[src/design/pidaw_pkg.sv]
package pidaw_pkg;

  localparam int DATA_W    = 16;
  localparam int ERR_W     = 17;
  localparam int GAIN_W    = 16;
  localparam int LIM_W     = 15;
  localparam int DB_W      = 8;
  localparam int APB_AW    = 5;
  localparam int APB_DW    = 32;
  localparam int FRAC_W    = 8;

  // full-scale count of the encoder circle
  localparam int ENCODER_COUNTS_DEF = 8192;

  localparam logic [DB_W-1:0] DEADBAND_RST = DB_W'(3);

  typedef enum logic [2:0] {
    REG_GAIN_P     = 3'd0,
    REG_GAIN_I     = 3'd1,
    REG_GAIN_D     = 3'd2,
    REG_INT_LIMIT  = 3'd3,
    REG_OUT_LIMIT  = 3'd4,
    REG_ANGLE_MODE = 3'd5,
    REG_DEADBAND   = 3'd6,
    REG_UNUSED     = 3'd7
  } reg_idx_e;

endpackage

[src/design/pidaw_err_front.sv]
module pidaw_err_front #(
  parameter int ENCODER_COUNTS = pidaw_pkg::ENCODER_COUNTS_DEF
) (
  input  logic signed [pidaw_pkg::DATA_W-1:0] target_i,
  input  logic signed [pidaw_pkg::DATA_W-1:0] measured_i,
  input  logic                                angle_mode_i,
  input  logic        [pidaw_pkg::DB_W-1:0]   deadband_i,
  output logic signed [pidaw_pkg::ERR_W-1:0]  err_o
);

  localparam int WW = pidaw_pkg::ERR_W + 1;
  localparam logic signed [WW-1:0] ENC  = WW'(ENCODER_COUNTS);
  localparam logic signed [WW-1:0] HALF = WW'(ENCODER_COUNTS / 2);

  logic signed [WW-1:0] raw;
  logic signed [WW-1:0] wrapped;
  logic signed [WW-1:0] db;

  assign raw = WW'(target_i) - WW'(measured_i);
  assign db  = $signed({{(WW - pidaw_pkg::DB_W){1'b0}}, deadband_i});

  always_comb begin
    wrapped = raw;
    if (angle_mode_i) begin
      // single wrap onto the encoder circle, boundary values left alone
      if (raw > HALF) begin
        wrapped = raw - ENC;
      end else if (raw < -HALF) begin
        wrapped = raw + ENC;
      end
      if ((wrapped < db) && (wrapped > -db)) begin
        wrapped = '0;
      end
    end
  end

  assign err_o = wrapped[pidaw_pkg::ERR_W-1:0];

endmodule

[src/design/positional_pid_angle_wrap.sv]
// Positional PID with optional angle wrap: each beat on the input carries a target and a
// measurement, and one beat with the clamped drive and the error used leaves once it has
// passed every stage. The pipeline takes a new beat every cycle while the output is not
// stalled; its stages are error forming (wrap and deadband), the three gain multiplies,
// the integral add and clamp with the p plus d sum, and the output sum, clamp and shift.
// The integral accumulator closes its loop within the integral stage, which is what allows
// one beat per cycle. Registers sit on an APB-style port at byte addresses 0x00 to 0x18
// and must only be written while the pipeline is empty.
module positional_pid_angle_wrap #(
  parameter int ENCODER_COUNTS = pidaw_pkg::ENCODER_COUNTS_DEF
) (
  input  logic                                 clk_i,
  input  logic                                 rst_ni,
  input  logic                                 psel,
  input  logic                                 penable,
  input  logic                                 pwrite,
  input  logic        [pidaw_pkg::APB_AW-1:0]  paddr,
  input  logic        [pidaw_pkg::APB_DW-1:0]  pwdata,
  output logic        [pidaw_pkg::APB_DW-1:0]  prdata,
  output logic                                 pready,
  input  logic                                 in_valid_i,
  output logic                                 in_stall_o,
  input  logic signed [pidaw_pkg::DATA_W-1:0]  target_i,
  input  logic signed [pidaw_pkg::DATA_W-1:0]  measured_i,
  output logic                                 out_valid_o,
  input  logic                                 out_stall_i,
  output logic signed [pidaw_pkg::DATA_W-1:0]  drive_o,
  output logic signed [pidaw_pkg::ERR_W-1:0]   error_now_o
);

  localparam int EW  = pidaw_pkg::ERR_W;
  localparam int GW  = pidaw_pkg::GAIN_W;
  localparam int LW  = pidaw_pkg::LIM_W;
  localparam int FW  = pidaw_pkg::FRAC_W;
  localparam int DW  = pidaw_pkg::DATA_W;
  localparam int PW  = EW + GW + 1;      // err times gain
  localparam int DFW = EW + 1;           // error change
  localparam int PDW = DFW + GW + 1;     // change times gain
  localparam int IAW = LW + FW + 2;      // stored integral
  localparam int ISW = PW + 1;           // integral sum before clamp
  localparam int PSW = PDW + 1;          // p plus d
  localparam int SW  = PSW + 1;          // full sum before clamp

  // configuration
  logic        [GW-1:0]         gain_p_q, gain_i_q, gain_d_q;
  logic        [LW-1:0]         int_limit_q, out_limit_q;
  logic                         angle_mode_q;
  logic        [pidaw_pkg::DB_W-1:0] deadband_q;
  pidaw_pkg::reg_idx_e          reg_idx;
  logic                         cfg_wr;

  assign reg_idx = pidaw_pkg::reg_idx_e'(paddr[pidaw_pkg::APB_AW-1:2]);
  assign cfg_wr  = psel && penable && pwrite && pready;
  assign pready  = 1'b1;

  always_ff @(posedge clk_i or negedge rst_ni) begin
    if (!rst_ni) begin
      gain_p_q     <= '0;
      gain_i_q     <= '0;
      gain_d_q     <= '0;
      int_limit_q  <= '0;
      out_limit_q  <= '0;
      angle_mode_q <= 1'b0;
      deadband_q   <= pidaw_pkg::DEADBAND_RST;
    end else if (cfg_wr) begin
      case (reg_idx)
        pidaw_pkg::REG_GAIN_P:     gain_p_q     <= pwdata[GW-1:0];
        pidaw_pkg::REG_GAIN_I:     gain_i_q     <= pwdata[GW-1:0];
        pidaw_pkg::REG_GAIN_D:     gain_d_q     <= pwdata[GW-1:0];
        pidaw_pkg::REG_INT_LIMIT:  int_limit_q  <= pwdata[LW-1:0];
        pidaw_pkg::REG_OUT_LIMIT:  out_limit_q  <= pwdata[LW-1:0];
        pidaw_pkg::REG_ANGLE_MODE: angle_mode_q <= pwdata[0];
        pidaw_pkg::REG_DEADBAND:   deadband_q   <= pwdata[pidaw_pkg::DB_W-1:0];
        default: ;
      endcase
    end
  end

  always_comb begin
    prdata = '0;
    case (reg_idx)
      pidaw_pkg::REG_GAIN_P:     prdata = pidaw_pkg::APB_DW'(gain_p_q);
      pidaw_pkg::REG_GAIN_I:     prdata = pidaw_pkg::APB_DW'(gain_i_q);
      pidaw_pkg::REG_GAIN_D:     prdata = pidaw_pkg::APB_DW'(gain_d_q);
      pidaw_pkg::REG_INT_LIMIT:  prdata = pidaw_pkg::APB_DW'(int_limit_q);
      pidaw_pkg::REG_OUT_LIMIT:  prdata = pidaw_pkg::APB_DW'(out_limit_q);
      pidaw_pkg::REG_ANGLE_MODE: prdata = pidaw_pkg::APB_DW'(angle_mode_q);
      pidaw_pkg::REG_DEADBAND:   prdata = pidaw_pkg::APB_DW'(deadband_q);
      default:                   prdata = '0;
    endcase
  end

  // pipeline flow: a stage loads when it is empty or its contents move on
  logic v1_q, v2_q, v3_q, v4_q;
  logic en1, en2, en3, en4;

  assign en4 = !v4_q || !out_stall_i;
  assign en3 = !v3_q || en4;
  assign en2 = !v2_q || en3;
  assign en1 = !v1_q || en2;
  assign in_stall_o  = !en1;
  assign out_valid_o = v4_q;

  always_ff @(posedge clk_i or negedge rst_ni) begin
    if (!rst_ni) begin
      v1_q <= 1'b0;
      v2_q <= 1'b0;
      v3_q <= 1'b0;
      v4_q <= 1'b0;
    end else begin
      if (en1) v1_q <= in_valid_i;
      if (en2) v2_q <= v1_q;
      if (en3) v3_q <= v2_q;
      if (en4) v4_q <= v3_q;
    end
  end

  // stage 1: error forming
  logic signed [EW-1:0] err_d;
  logic signed [EW-1:0] err1_q, prev1_q, prev_err_q;
  logic                 in_beat;

  pidaw_err_front #(
    .ENCODER_COUNTS(ENCODER_COUNTS)
  ) u_err_front (
    .target_i    (target_i),
    .measured_i  (measured_i),
    .angle_mode_i(angle_mode_q),
    .deadband_i  (deadband_q),
    .err_o       (err_d)
  );

  assign in_beat = in_valid_i && en1;

  always_ff @(posedge clk_i or negedge rst_ni) begin
    if (!rst_ni) begin
      prev_err_q <= '0;
    end else if (in_beat) begin
      prev_err_q <= err_d;
    end
  end

  always_ff @(posedge clk_i) begin
    if (in_beat) begin
      err1_q  <= err_d;
      prev1_q <= prev_err_q;
    end
  end

  // stage 2: gain multiplies
  logic signed [GW:0]    gp_s, gi_s, gd_s;
  logic signed [DFW-1:0] diff;
  logic signed [PW-1:0]  pp_d, pi_d;
  logic signed [PDW-1:0] pd_d;
  logic signed [PW-1:0]  pp2_q, pi2_q;
  logic signed [PDW-1:0] pd2_q;
  logic signed [EW-1:0]  err2_q;

  assign gp_s = $signed({1'b0, gain_p_q});
  assign gi_s = $signed({1'b0, gain_i_q});
  assign gd_s = $signed({1'b0, gain_d_q});
  assign diff = DFW'(err1_q) - DFW'(prev1_q);
  assign pp_d = PW'(err1_q) * PW'(gp_s);
  assign pi_d = PW'(err1_q) * PW'(gi_s);
  assign pd_d = PDW'(diff) * PDW'(gd_s);

  always_ff @(posedge clk_i) begin
    if (en2 && v1_q) begin
      pp2_q  <= pp_d;
      pi2_q  <= pi_d;
      pd2_q  <= pd_d;
      err2_q <= err1_q;
    end
  end

  // stage 3: integral add and clamp, p plus d
  logic signed [ISW-1:0] integ_sum, ilim_s, integ_c;
  logic signed [IAW-1:0] integ_acc_q, integ3_q;
  logic signed [PSW-1:0] pdp3_q;
  logic signed [EW-1:0]  err3_q;
  logic                  s3_load;

  assign ilim_s    = $signed({{(ISW - LW - FW){1'b0}}, int_limit_q, {FW{1'b0}}});
  assign integ_sum = ISW'(integ_acc_q) + ISW'(pi2_q);

  always_comb begin
    integ_c = integ_sum;
    if (integ_sum < -ilim_s) begin
      integ_c = -ilim_s;
    end else if (integ_sum >= ilim_s) begin
      integ_c = ilim_s;
    end
  end

  assign s3_load = en3 && v2_q;

  always_ff @(posedge clk_i or negedge rst_ni) begin
    if (!rst_ni) begin
      integ_acc_q <= '0;
    end else if (s3_load) begin
      integ_acc_q <= integ_c[IAW-1:0];
    end
  end

  always_ff @(posedge clk_i) begin
    if (s3_load) begin
      integ3_q <= integ_c[IAW-1:0];
      pdp3_q   <= PSW'(pd2_q) + PSW'(pp2_q);
      err3_q   <= err2_q;
    end
  end

  // stage 4: output sum, clamp and floor shift
  logic signed [SW-1:0] sum, olim_s, sum_c;
  logic signed [DW-1:0] drive_q;
  logic signed [EW-1:0] err4_q;

  assign olim_s = $signed({{(SW - LW - FW){1'b0}}, out_limit_q, {FW{1'b0}}});
  assign sum    = SW'(pdp3_q) + SW'(integ3_q);

  always_comb begin
    sum_c = sum;
    if (sum < -olim_s) begin
      sum_c = -olim_s;
    end else if (sum >= olim_s) begin
      sum_c = olim_s;
    end
  end

  always_ff @(posedge clk_i) begin
    if (en4 && v3_q) begin
      // clamped value fits in the drive width after the shift
      drive_q <= sum_c[DW+FW-1:FW];
      err4_q  <= err3_q;
    end
  end

  assign drive_o     = drive_q;
  assign error_now_o = err4_q;

endmodule

[config.mk]
export PLATFORM = sky130hd
export DESIGN_NAME = positional_pid_angle_wrap
export DESIGN_NICKNAME = d
export VERILOG_FILES = /design/src/design/pidaw_pkg.sv /design/src/design/pidaw_err_front.sv /design/src/design/positional_pid_angle_wrap.sv
export SDC_FILE = /design/constraint.sdc
export NUM_CORES = 2
export LEC_CHECK = 0
export ABC_CLOCK_PERIOD_IN_PS = 9400
export BUFFER_PORTS_ARGS = -buffer_cell sky130_fd_sc_hd__buf_2
export CAP_MARGIN = 40
export CORE_UTILIZATION = 60
export DETAILED_ROUTE_END_ITERATION = 10
export PLACE_DENSITY = 0.87
export SLEW_MARGIN = 20
export SYNTH_ARGS = -nofsm -noshare
export SYNTH_HDL_FRONTEND = slang
export SYNTH_SLANG_ARGS = --single-unit
[constraint.sdc]
create_clock -name clk_i -period 9.4 [get_ports clk_i]
set_input_delay 1.88 -clock clk_i [delete_from_list [all_inputs] [get_ports clk_i]]
set_output_delay 1.88 -clock clk_i [all_outputs]
set_load 0.005 [all_outputs]
==> impl_metrics.ini <==
[setup_path]
crit_start = err1_q[0]
crit_fanout = 5
slowest_stage = fa_1
path_class = flop to flop
worstPathArrival_ns = 9.43
crit_path_frequent_cell = fa_1
reg2reg_from = err1_q[0]
critPathLaunchType = flop
end_kind = flop
critPathMaxStageDelay_ns = 0.60
required_ns = 9.76

[finish]
fill_cells = 7190
fin_nets = 7646
utilization = 0.649
syn_to_final_growth_pct = 6.70
multi_input_area_sq_um = 41300
register_area_sq_um = 11300
drive_above_1_share = 0.0649

[synthesis]
synthFlopType = edfxtp_1
ys_seq_area_frac = 0.195
async_flop_share = 0.334
synth_warnings = 0
synth_area_leader_cell = fa_1
ys_types = 95
syn_inst = 6183
synth-seq-cells = 398
syn_area_sq_um = 57900
syn_avg_cell_area_sq_um = 9.37
synth-edff-count = 265
synth_top_area_frac = 0.294
synth_area_leaders = fa_1 (29%), edfxtp_1 (14%), ha_1 (11%)

[timing]
fmax_mhz = 110
setup_slack_ns = 0.331
finalHoldViolCount = 0
maxSlewHeadroom = 0.335
min_period_ns = 9.07
finalSetupTns_ns = 0
skew_ns = 0.0383
drv_slew = 0
fin_crit_sh = 0.965
worst_pin_slew_ns = 0.997
setup_viol = 0
holdWs_ns = 0.413

[global_route]
grt_pass1_vias = 47200
grt-ovfl-total = 0
track_usage = 0.345
antenna_found_initial = 8
grt_max_degree = 62
grt_pass1_wl_mm = 260

[die]
start_util = 0.608
core_sq_um = 95300
io_pins = 144
die_y_um = 313
die_x_um = 313
die-area_sq_um = 97800
rows = 113

[detailed_routing]
drc = 0
first_pass_iters = 8
num_vias = 45900
via_per_inst = 6.11
ant_nets = 0
routed_wl_mm = 167
wire_per_inst_um = 22.2
drtIter0Drc = 5184

[clock_network]
insertion_delay_ns = 0.64
cts_hold_buf = 0
path_clk_slew_ns = 0.07
numCtsBuffers = 47
clockBufferDepth = 3
htreeDepth = 2
root_buffer = clkbuf_16
cts.repair_timing.setup_buffer_count = 0
cts_tree = built
cts.sinks = 398

[place]
hpwl_mm = 130
place_ws_ns = 0.0748
portBuffers = 108
place_congestion = 1.07

[status]
status = complete, no violations

[worst_hold_path]
hold_class = flop to flop
holdCritStartpoint = err3_q[9]

[run]
cap_violations = 0
[metal layers]
layer / GRT usage / share of wire
met3: 0.0713 / 0.10
met5: 0 / 0.00077
met2: 0.546 / 0.45
met4: 0.248 / 0.087
met1: 0.421 / 0.36
[sequential cells by signal (all words and copies together), names as in the netlist, 8 cells and up]
register	count
deadband_q	8
drive_o	16
err1_q	17
err2_q	17
err3_q	17
error_now_o	17
gain_d_q	16
gain_i_q	16
gain_p_q	16
int_limit_q	15
integ3_q	25
integ_acc_q	25
out_limit_q	15
pd2_q	35
pdp3_q	36
pi2_q	34
pp2_q	34
prev1_q	17
prev_err_q	17
[per-stage QoR]
step	instance area [sq um]	cells
6_report	61800	7509
3_5_place_dp	59900	7399
2_1_floorplan	58000	6198
4_1_cts	61500	7487
3_3_place_gp	59700	7386
5_1_grt	61800	7503
[path summary, 6_finish.rpt]
path,to,slack [ns],depth (start not counted)
worst max register to register,pd2_q[29],0.33,35
max in group asynchronous,prev_err_q[15],6.92,3
worst min-delay path,error_now_o[9],0.41,0
min in group asynchronous,int_limit_q[9],1.22,1
worst max-delay path,pd2_q[29],0.33,35
worst min register to register,error_now_o[9],0.41,0
[what timing repair did]
item,4_1_cts,5_1_grt
pin swaps,0,1
endpoints found under the setup margin,1,8
cloned,0,0
endpoints found under the hold margin,0,0
gates resized for setup,1,15
[kinds of logic (layout without fill, tap and decap cells)]
kind of cell,after synthesis,after routing,synth area share
muxes,79,79,0.0168
AOI/OAI and AO/OA,921,921,0.104
buffers and inverters,1434,1474,0.0944
and+or+nand+nor,1733,1733,0.147
DFF,398,398,0.195
xor gates and xnor gates,241,241,0.0364
other,2,23,0.000130
adders and majority gates,1375,1375,0.407
[placed cells by master (no fill, tap or decap), types with 15 or more instances in the layout]
cell type	count
dfrtp_1	131
a21oi_1	231
nand4_1	38
conb_1	17
nor2b_1	75
nor2_1	224
a31oi_1	56
and3_1	46
inv_1	1171
o21ai_0	180
o21a_1	54
a21o_1	113
o21bai_1	22
o31ai_1	31
nand3_1	63
buf_2	111
buf_8	17
buf_4	75
clkbuf_16	48
a211oi_1	23
nand2b_1	59
edfxtp_1	265
nor4_1	31
xor2_1	59
mux2_2	54
o22ai_1	18
o211ai_1	24
nor3_1	105
fa_1	850
mux2i_1	15
nand2_1	670
and2_1	347
xnor2_1	182
ha_1	521
or3_1	16
[worst max-delay path: cells and delay by family, from the launching register on]
family                     cells  cell delay [ns]
AOI/OAI and AO/OA             15             3.07
xor gates and xnor gates       2             0.31
adders and majority gates      9             4.10
buffers and inverters          5             0.38
DFF                            1             0.37
and+or+nand+nor                4             0.59
[cell usage after synthesis, drive strengths merged (59+ instances only)]
master / n
clkbuf: 228
fa: 850
xnor2: 182
nor2: 224
dfrtp: 131
a21oi: 236
nand3: 65
edfxtp: 265
and2: 349
a21o: 113
ha: 521
xor2: 59
o21ai: 194
nand2b: 59
nand2: 670
nor2b: 75
nor3: 109
inv: 1172
[layout make-up]
cell class	count	share of cell area
well taps	1265	0.0256
inverters	1174	0.0713
clock inverters	27	0.00532
flip-flops and latches	398	0.183
diodes	6	0.000243
repair buffers	212	0.0258
clock buffers	61	0.0204
multi-input cells	4366	0.669
Power is not shown: default switching activity piles up to over one toggle a cycle in this logic, so the estimate is an artifact.
